### src/hw/rtl/stable_max_priority_queue_assert.svh
// Assertion macros shared by the priority queue RTL.
// Needs nothing else; used by stable_max_priority_queue.sv.
`ifndef STABLE_MAX_PRIORITY_QUEUE_ASSERT_SVH
`define STABLE_MAX_PRIORITY_QUEUE_ASSERT_SVH

// Same-cycle implication, gated off during reset
`define SMPQ_ASSERT_NOW(label, clk, rst, ante, cons) \
   label: assert property (@(posedge clk) disable iff (rst) (ante) |-> (cons)) \
      else $error("smpq: check failed");

// Next-cycle implication, gated off during reset
`define SMPQ_ASSERT_NEXT(label, clk, rst, ante, cons) \
   label: assert property (@(posedge clk) disable iff (rst) (ante) |=> (cons)) \
      else $error("smpq: check failed");

`endif

### src/hw/rtl/smpq_pkg.sv
// Package for the stable max priority queue: beat types, codes, defaults.
// No dependencies; used by smpq_cell and stable_max_priority_queue.
package smpq_pkg;

   localparam int DEF_CAPACITY     = 16;
   localparam int DEF_KEY_WIDTH    = 16;
   localparam int KEY_PORT_WIDTH   = 16;
   localparam int PAYLOAD_WIDTH    = 32;
   localparam int COUNT_PORT_WIDTH = 5;

   // Opcodes
   localparam logic [1:0] OP_INSERT = 2'd0;
   localparam logic [1:0] OP_REMOVE = 2'd1;
   localparam logic [1:0] OP_PEEK   = 2'd2;

   // Status codes
   localparam logic [1:0] ST_OK    = 2'd0;
   localparam logic [1:0] ST_EMPTY = 2'd1;
   localparam logic [1:0] ST_FULL  = 2'd2;
   localparam logic [1:0] ST_NULL  = 2'd3;

   typedef struct packed {
      logic [1:0]                opcode;
      logic [KEY_PORT_WIDTH-1:0] key;
      logic [PAYLOAD_WIDTH-1:0]  payload;
   } req_type;

   typedef struct packed {
      logic [1:0]                  status;
      logic [KEY_PORT_WIDTH-1:0]   front_key;
      logic [PAYLOAD_WIDTH-1:0]    front_payload;
      logic [COUNT_PORT_WIDTH-1:0] count;
   } rsp_type;

   // Broadcast control to every cell of the row
   typedef struct packed {
      logic                     insert;
      logic                     remove;
      logic [PAYLOAD_WIDTH-1:0] payload;
   } cell_ctl_type;

endpackage

### src/hw/rtl/stable_max_priority_queue.sv
// Stable max priority queue: a row of CAPACITY cells kept sorted by key, largest
// at the front, equal keys in arrival order. A command is taken whenever start is
// high; busy never rises, so one command can be issued every cycle. Every command
// gives exactly one result, on the rsp_ ports in the cycle after it is taken, marked
// by rsp_valid for that single cycle; the receiver must take it then. All cells
// compare against the new key in parallel and shift in the same clock. Depends on
// smpq_pkg, smpq_cell and the macros.
module stable_max_priority_queue #(
   parameter int CAPACITY  = smpq_pkg::DEF_CAPACITY,
   parameter int KEY_WIDTH = smpq_pkg::DEF_KEY_WIDTH
) (
   input  logic              clock,
   input  logic              reset,
   input  logic              start,
   output logic              busy,
   input  smpq_pkg::req_type req_item,
   output logic              rsp_valid,
   output smpq_pkg::rsp_type rsp_item
);
   import smpq_pkg::*;

   `include "stable_max_priority_queue_assert.svh"

   localparam int CW = $clog2(CAPACITY + 1);

   logic [CW-1:0]            count_ff, count_in;
   logic                     rsp_valid_ff;
   rsp_type                  rsp_ff, rsp_in;
   logic                     accept;
   logic                     do_insert, do_remove;
   logic                     is_insert, is_full, is_empty, is_null;
   logic [KEY_WIDTH-1:0]     ins_key;
   cell_ctl_type             ctl;

   logic [KEY_WIDTH-1:0]     cell_key [CAPACITY];
   logic [PAYLOAD_WIDTH-1:0] cell_payload [CAPACITY];
   logic                     cell_ge [CAPACITY];

   // Never busy: a command is taken whenever start is high
   assign busy   = 1'b0;
   assign accept = start && !busy;

   // Decode
   assign ins_key   = KEY_WIDTH'(req_item.key);
   assign is_insert = (req_item.opcode == OP_INSERT);
   assign is_null   = (req_item.payload == '0);
   assign is_full   = (count_ff >= CW'(CAPACITY));
   assign is_empty  = (count_ff == '0);
   assign do_insert = accept && is_insert && !is_null && !is_full;
   assign do_remove = accept && (req_item.opcode == OP_REMOVE) && !is_empty;

   assign ctl.insert  = do_insert;
   assign ctl.remove  = do_remove;
   assign ctl.payload = req_item.payload;

   // Row of cells; ends tie off to the neighbor that does not exist
   for (genvar i = 0; i < CAPACITY; i++) begin : g_cell
      logic                     l_ge;
      logic [KEY_WIDTH-1:0]     l_key, r_key;
      logic [PAYLOAD_WIDTH-1:0] l_payload, r_payload;

      if (i == 0) begin : g_head
         assign l_ge      = 1'b1;
         assign l_key     = '0;
         assign l_payload = '0;
      end else begin : g_body
         assign l_ge      = cell_ge[i-1];
         assign l_key     = cell_key[i-1];
         assign l_payload = cell_payload[i-1];
      end

      if (i == CAPACITY - 1) begin : g_tail
         assign r_key     = '0;
         assign r_payload = '0;
      end else begin : g_next
         assign r_key     = cell_key[i+1];
         assign r_payload = cell_payload[i+1];
      end

      smpq_cell #(
         .KEY_WIDTH (KEY_WIDTH)
      ) u_cell (
         .clock         (clock),
         .ctl           (ctl),
         .ins_key       (ins_key),
         .occupied      (CW'(i) < count_ff),
         .left_ge       (l_ge),
         .left_key      (l_key),
         .left_payload  (l_payload),
         .right_key     (r_key),
         .right_payload (r_payload),
         .ge            (cell_ge[i]),
         .key           (cell_key[i]),
         .payload       (cell_payload[i])
      );
   end

   // Entry count; insert and remove never come together
   always_comb begin
      count_in = count_ff;
      if (do_insert) begin
         count_in = count_ff + CW'(1);
      end else if (do_remove) begin
         count_in = count_ff - CW'(1);
      end
   end

   // Result beat: an insert echoes its own key; other commands report the front cell before it moves
   always_comb begin
      rsp_in.count = COUNT_PORT_WIDTH'(count_in);
      priority if (is_insert) begin
         rsp_in.front_key     = KEY_PORT_WIDTH'(ins_key);
         rsp_in.front_payload = '0;
         priority if (is_null) begin
            rsp_in.status = ST_NULL;
         end else if (is_full) begin
            rsp_in.status = ST_FULL;
         end else begin
            rsp_in.status        = ST_OK;
            rsp_in.front_payload = req_item.payload;
         end
      end else if (is_empty) begin
         rsp_in.status        = ST_EMPTY;
         rsp_in.front_key     = '0;
         rsp_in.front_payload = '0;
      end else begin
         rsp_in.status        = ST_OK;
         rsp_in.front_key     = KEY_PORT_WIDTH'(cell_key[0]);
         rsp_in.front_payload = cell_payload[0];
      end
   end

   // Control state
   always_ff @(posedge clock) begin
      if (reset) begin
         count_ff     <= '0;
         rsp_valid_ff <= 1'b0;
      end else begin
         count_ff     <= count_in;
         rsp_valid_ff <= accept;
      end
   end

   // Result payload
   always_ff @(posedge clock) begin
      if (accept) begin
         rsp_ff <= rsp_in;
      end
   end

   assign rsp_valid = rsp_valid_ff;
   assign rsp_item  = rsp_ff;

   // Checks
   `SMPQ_ASSERT_NEXT(a_rsp_follows_cmd, clock, reset, accept, rsp_valid_ff)
   `SMPQ_ASSERT_NEXT(a_no_rsp_without_cmd, clock, reset, !accept, !rsp_valid_ff)
   `SMPQ_ASSERT_NOW(a_count_bounded, clock, reset, 1'b1, count_ff <= CW'(CAPACITY))
   `SMPQ_ASSERT_NEXT(a_insert_grows, clock, reset, do_insert, count_ff == $past(count_ff) + CW'(1))
   `SMPQ_ASSERT_NOW(a_front_sorted, clock, reset, count_ff >= CW'(2), cell_key[0] >= cell_key[1])

endmodule

### src/hw/rtl/smpq_cell.sv
// One slot of the sorted row: holds a key and payload, shifts right on insert
// and left on remove. Depends on smpq_pkg.
module smpq_cell #(
   parameter int KEY_WIDTH = smpq_pkg::DEF_KEY_WIDTH
) (
   input  logic                               clock,
   input  smpq_pkg::cell_ctl_type             ctl,
   input  logic [KEY_WIDTH-1:0]               ins_key,
   input  logic                               occupied,
   input  logic                               left_ge,
   input  logic [KEY_WIDTH-1:0]               left_key,
   input  logic [smpq_pkg::PAYLOAD_WIDTH-1:0] left_payload,
   input  logic [KEY_WIDTH-1:0]               right_key,
   input  logic [smpq_pkg::PAYLOAD_WIDTH-1:0] right_payload,
   output logic                               ge,
   output logic [KEY_WIDTH-1:0]               key,
   output logic [smpq_pkg::PAYLOAD_WIDTH-1:0] payload
);
   import smpq_pkg::*;

   logic [KEY_WIDTH-1:0]     key_ff, key_in;
   logic [PAYLOAD_WIDTH-1:0] payload_ff, payload_in;

   // This entry stays ahead of the new key (ties keep arrival order)
   assign ge = occupied && (key_ff >= ins_key);

   // Next slot contents; insert and remove never come together
   always_comb begin
      key_in     = key_ff;
      payload_in = payload_ff;
      if (ctl.insert) begin
         if (!ge) begin
            if (left_ge) begin
               key_in     = ins_key;
               payload_in = ctl.payload;
            end else begin
               key_in     = left_key;
               payload_in = left_payload;
            end
         end
      end else if (ctl.remove) begin
         key_in     = right_key;
         payload_in = right_payload;
      end
   end

   always_ff @(posedge clock) begin
      key_ff     <= key_in;
      payload_ff <= payload_in;
   end

   assign key     = key_ff;
   assign payload = payload_ff;

endmodule
### config.mk
export PLATFORM = sky130hd
export DESIGN_NAME = stable_max_priority_queue
export DESIGN_NICKNAME = d
export VERILOG_FILES = /design/src/hw/rtl/smpq_pkg.sv /design/src/hw/rtl/stable_max_priority_queue.sv /design/src/hw/rtl/smpq_cell.sv
export VERILOG_INCLUDE_DIRS = /design/src /design/src/hw/rtl
export SDC_FILE = /design/constraint.sdc
export NUM_CORES = 2
export LEC_CHECK = 0
export BUFFER_PORTS_ARGS = -buffer_cell sky130_fd_sc_hd__buf_2
export CORE_ASPECT_RATIO = 0.6
export CORE_UTILIZATION = 40
export CTS_BUF_LIST = sky130_fd_sc_hd__clkbuf_16
export DETAILED_ROUTE_END_ITERATION = 7
export SYNTH_ARGS = -nofsm -noshare
export SYNTH_HDL_FRONTEND = slang
export SYNTH_SLANG_ARGS = --single-unit
### constraint.sdc
create_clock -name clock -period 16.7 [get_ports clock]
set_clock_uncertainty 0.1 [all_clocks]
set_input_delay 0.835 -clock clock [delete_from_list [all_inputs] [get_ports clock]]
set_output_delay 0.835 -clock clock [all_outputs]
set_load 0.02 [all_outputs]
==> qor.yml <==
synth_cell_types: 48
multi_input_area_um2: 19500
min_path_type: "input pin to register"
hold_viol: 0
hold_start: "reset"
syn_area_um2: 45600
route.detailed.drc: 26
io_pins: 110
ant_nets: 0
max_freq_mhz: 173
yosys_warnings: 0
die_x_um: 438
grt_pass1_wl_um: 213000
seq_area_frac_synth: 0.545
synth.mux.area_fraction: 0.111
synth_top_cell_area_share: 0.542
ctsHoldBuffers: 0
antenna_found_initial: 3
synth_nets: 4502
r2r_setup_slack_ps: 11680
gp_congestion: 0.860
drtIter0Drc: 4539
synth-main-ff-cell: "edfxtp_1"
stdcell_count: 5696
die_h_um: 264
clk_pin_slew_ps: 60
mostFrequentLayoutCell: "edfxtp_1"
cts_tree: "done"
area_growth_syn_to_layout_pct: 9.69
synth_simple_gate_area_frac: 0.112
post_cts_resized: 0
cts_max_level: 3
cts-root-buf: "clkbuf_16"
setup_viol: 0
grt_max_degree: 126
fin_nets: 4427
fp.coreArea_um2: 112000
ys_ff_latch: 829
drtPass1Iterations: 8
p_leak_nw: 18.4
worstPathCellList: "buf_2 -> nor4_1 -> and4_1 -> a2111oi_4 -> nand2_4 -> buf_4 -> buf_4 -> buf_4 -> o21ai_0"
crit_path_start_kind: "input pin"
vias_per_cell: 5.97
vias: 34000
grt_pass1_vias: 30900
fin_crit_ps: 5780
place_inst: 5548
layout_common_cells: "edfxtp_1, nand2_1, mux2i_1"
ir_worst_vdd_mv: 0.0796
crit_type: "input pin to register"
synth_compound_area_frac: 0.130
synth_top_family_by_area: "compound AO/OA/AOI/OAI gates"
crit_top_cell: "buf_4"
worstMarginPinSlew_ps: 1370
rr_endpoint: "g_cell[1].u_cell.payload[30]$_DFFE_PP_"
drv_slew: 0
synthAdderAreaFrac: 0.0667
worstHoldEndpoint: "rsp_valid$_SDFF_PP0_"
holdPathStages: 2
crit_family: "buffers and inverters"
cts_sinks: 829
cts_made_buffers: 84
syn_inst: 4206
rsz0062_at_grt: "no"
setup-tns-final_ps: 0
cp_slowest_cell: "buf_4"
slew_headroom: 0.0781
end_kind: "register"
reg2reg_depth: 10
async_flop_share: 0
initial_core_util: 0.406
routedWlPerCell_um: 25.6
drive_above_1_share: 0.0785
worstPathRequired_ps: 16980
cts_setup_buffers: 0
finalCritPeriodShare: 0.346
critPathMaxFanout: 117
powerDensity_nw_per_um2: 97.5
routed_wl_um: 146000
clock_latency_ps: 690
yosysTopAreaCell: "edfxtp_1"
synth_enable_flop_cells: 823
synth_xor_xnor_area_share: 0.000384
violations: "DRC"
cp.arrival_ps: 6070
status: "finished, violations left"
cts_buffer_depth: 3
grt_overflow_total: 0
num-fill-cells: 10500
regToRegStartpoint: "g_cell[1].u_cell.key[0]$_DFFE_PP_"
crit_path_max_incr_delay_ps: 1000
yosys-top-cells-area: "edfxtp_1, mux2i_1, ha_1, nand2_1, o21ai_0"
die_area_um2: 115000
avgSynthCellArea_um2: 10.8
grtUsageTotal: 0.247
port_buffers: 108
rows: 95
seq_area_um2: 24800
drv_cap: 0
dpl.hpwl_um: 89200
timing.critical_path.buf_inv: 4
==> cells in the mapped netlist, types with 6 or more instances <==
cell type and count:
nand2_1 769, a21oi_1 225, a21o_1 22, dfxtp_1 6, o21ai_0 264, edfxtp_1 823, buf_2 88, nand3_1 187
clkbuf_1 218, o211ai_1 162, o21ai_1 211, nor3_1 16, nor2_1 171, inv_1 36, a211oi_1 13, nand4_1 32
o21a_1 7, nand2b_1 14, ha_1 243, o21bai_1 6, a2111oi_0 20, buf_4 6, o221ai_1 7, mux2i_1 506
buf_1 33, nor2b_1 12, nor4_1 17, a22o_1 48
==> power breakdown <==
group | switching (mW) | leakage, nW | internal (mW)
Clock | 0.849 | 1.32 | 0.998
Sequential | 0.0581 | 7.72 | 2.42
Combinational | 0.385 | 9.35 | 0.169
==> stage by stage <==
step	power (mW)	util	cell area, um^2	setup slack, ps	hold WS (ps)
floorplan	2.85	-	45600	9340	396
detailed placement	3.06	0.422	47500	10280	414
finish	4.88	0.445	50000	10920	355
CTS	4.89	0.445	50000	11030	307
global route	5.03	0.445	50000	10560	330
global placement	3.05	0.422	47500	10280	406
==> metal layers <==
metal,wire [um],vias to the layer above,GRT usage,part of all wire
li1,-,15500,-,-
met1,74400,16800,0.419,0.51
met2,53700,1606,0.305,0.37
met3,15600,139,0.0560,0.11
met4,2090,2,0.0441,0.014
met5,12,-,0,0.000082
==> cell type report <==
class                   count  share of cell area
multi-input cells        2994               0.390
flip-flops and latches    829               0.496
inverters                  36             0.00270
clock buffers              87              0.0435
clock inverters            60             0.00713
repair buffers            186              0.0228
diodes                      1           0.0000500
well taps                1503              0.0376
==> how the worst max path moves through the flow <==
stage                      start                                     end  slack [ps]  cells past startpoint
floorplan           req_item[33]       g_cell[0].u_cell.key[0]$_DFFE_PP_        9340                     11
global placement    req_item[23]   g_cell[2].u_cell.payload[9]$_DFFE_PP_       10280                      9
detailed placement  req_item[23]       g_cell[2].u_cell.key[0]$_DFFE_PP_       10280                      9
CTS                 req_item[23]       g_cell[2].u_cell.key[0]$_DFFE_PP_       11030                      9
global route        req_item[23]  g_cell[1].u_cell.payload[30]$_DFFE_PP_       10560                      9
finish              req_item[25]       g_cell[2].u_cell.key[0]$_DFFE_PP_       10920                      9
==> cells by family after synthesis <==
group	count (synthesis)
compound gates	1008
flops	829
xor+xnor	2
other cells	1
buf+inv	383
simple gates	1234
mux	506
fa+ha+maj	243
==> registers in the layout, indices dropped and copies added, names as in the netlist <==
signal and count:
rsp_valid 1, g_cell.u_cell.payload 512, count_ff 5, g_cell.u_cell.key 256, rsp_item 55
(Power assumes the default switching activity.)
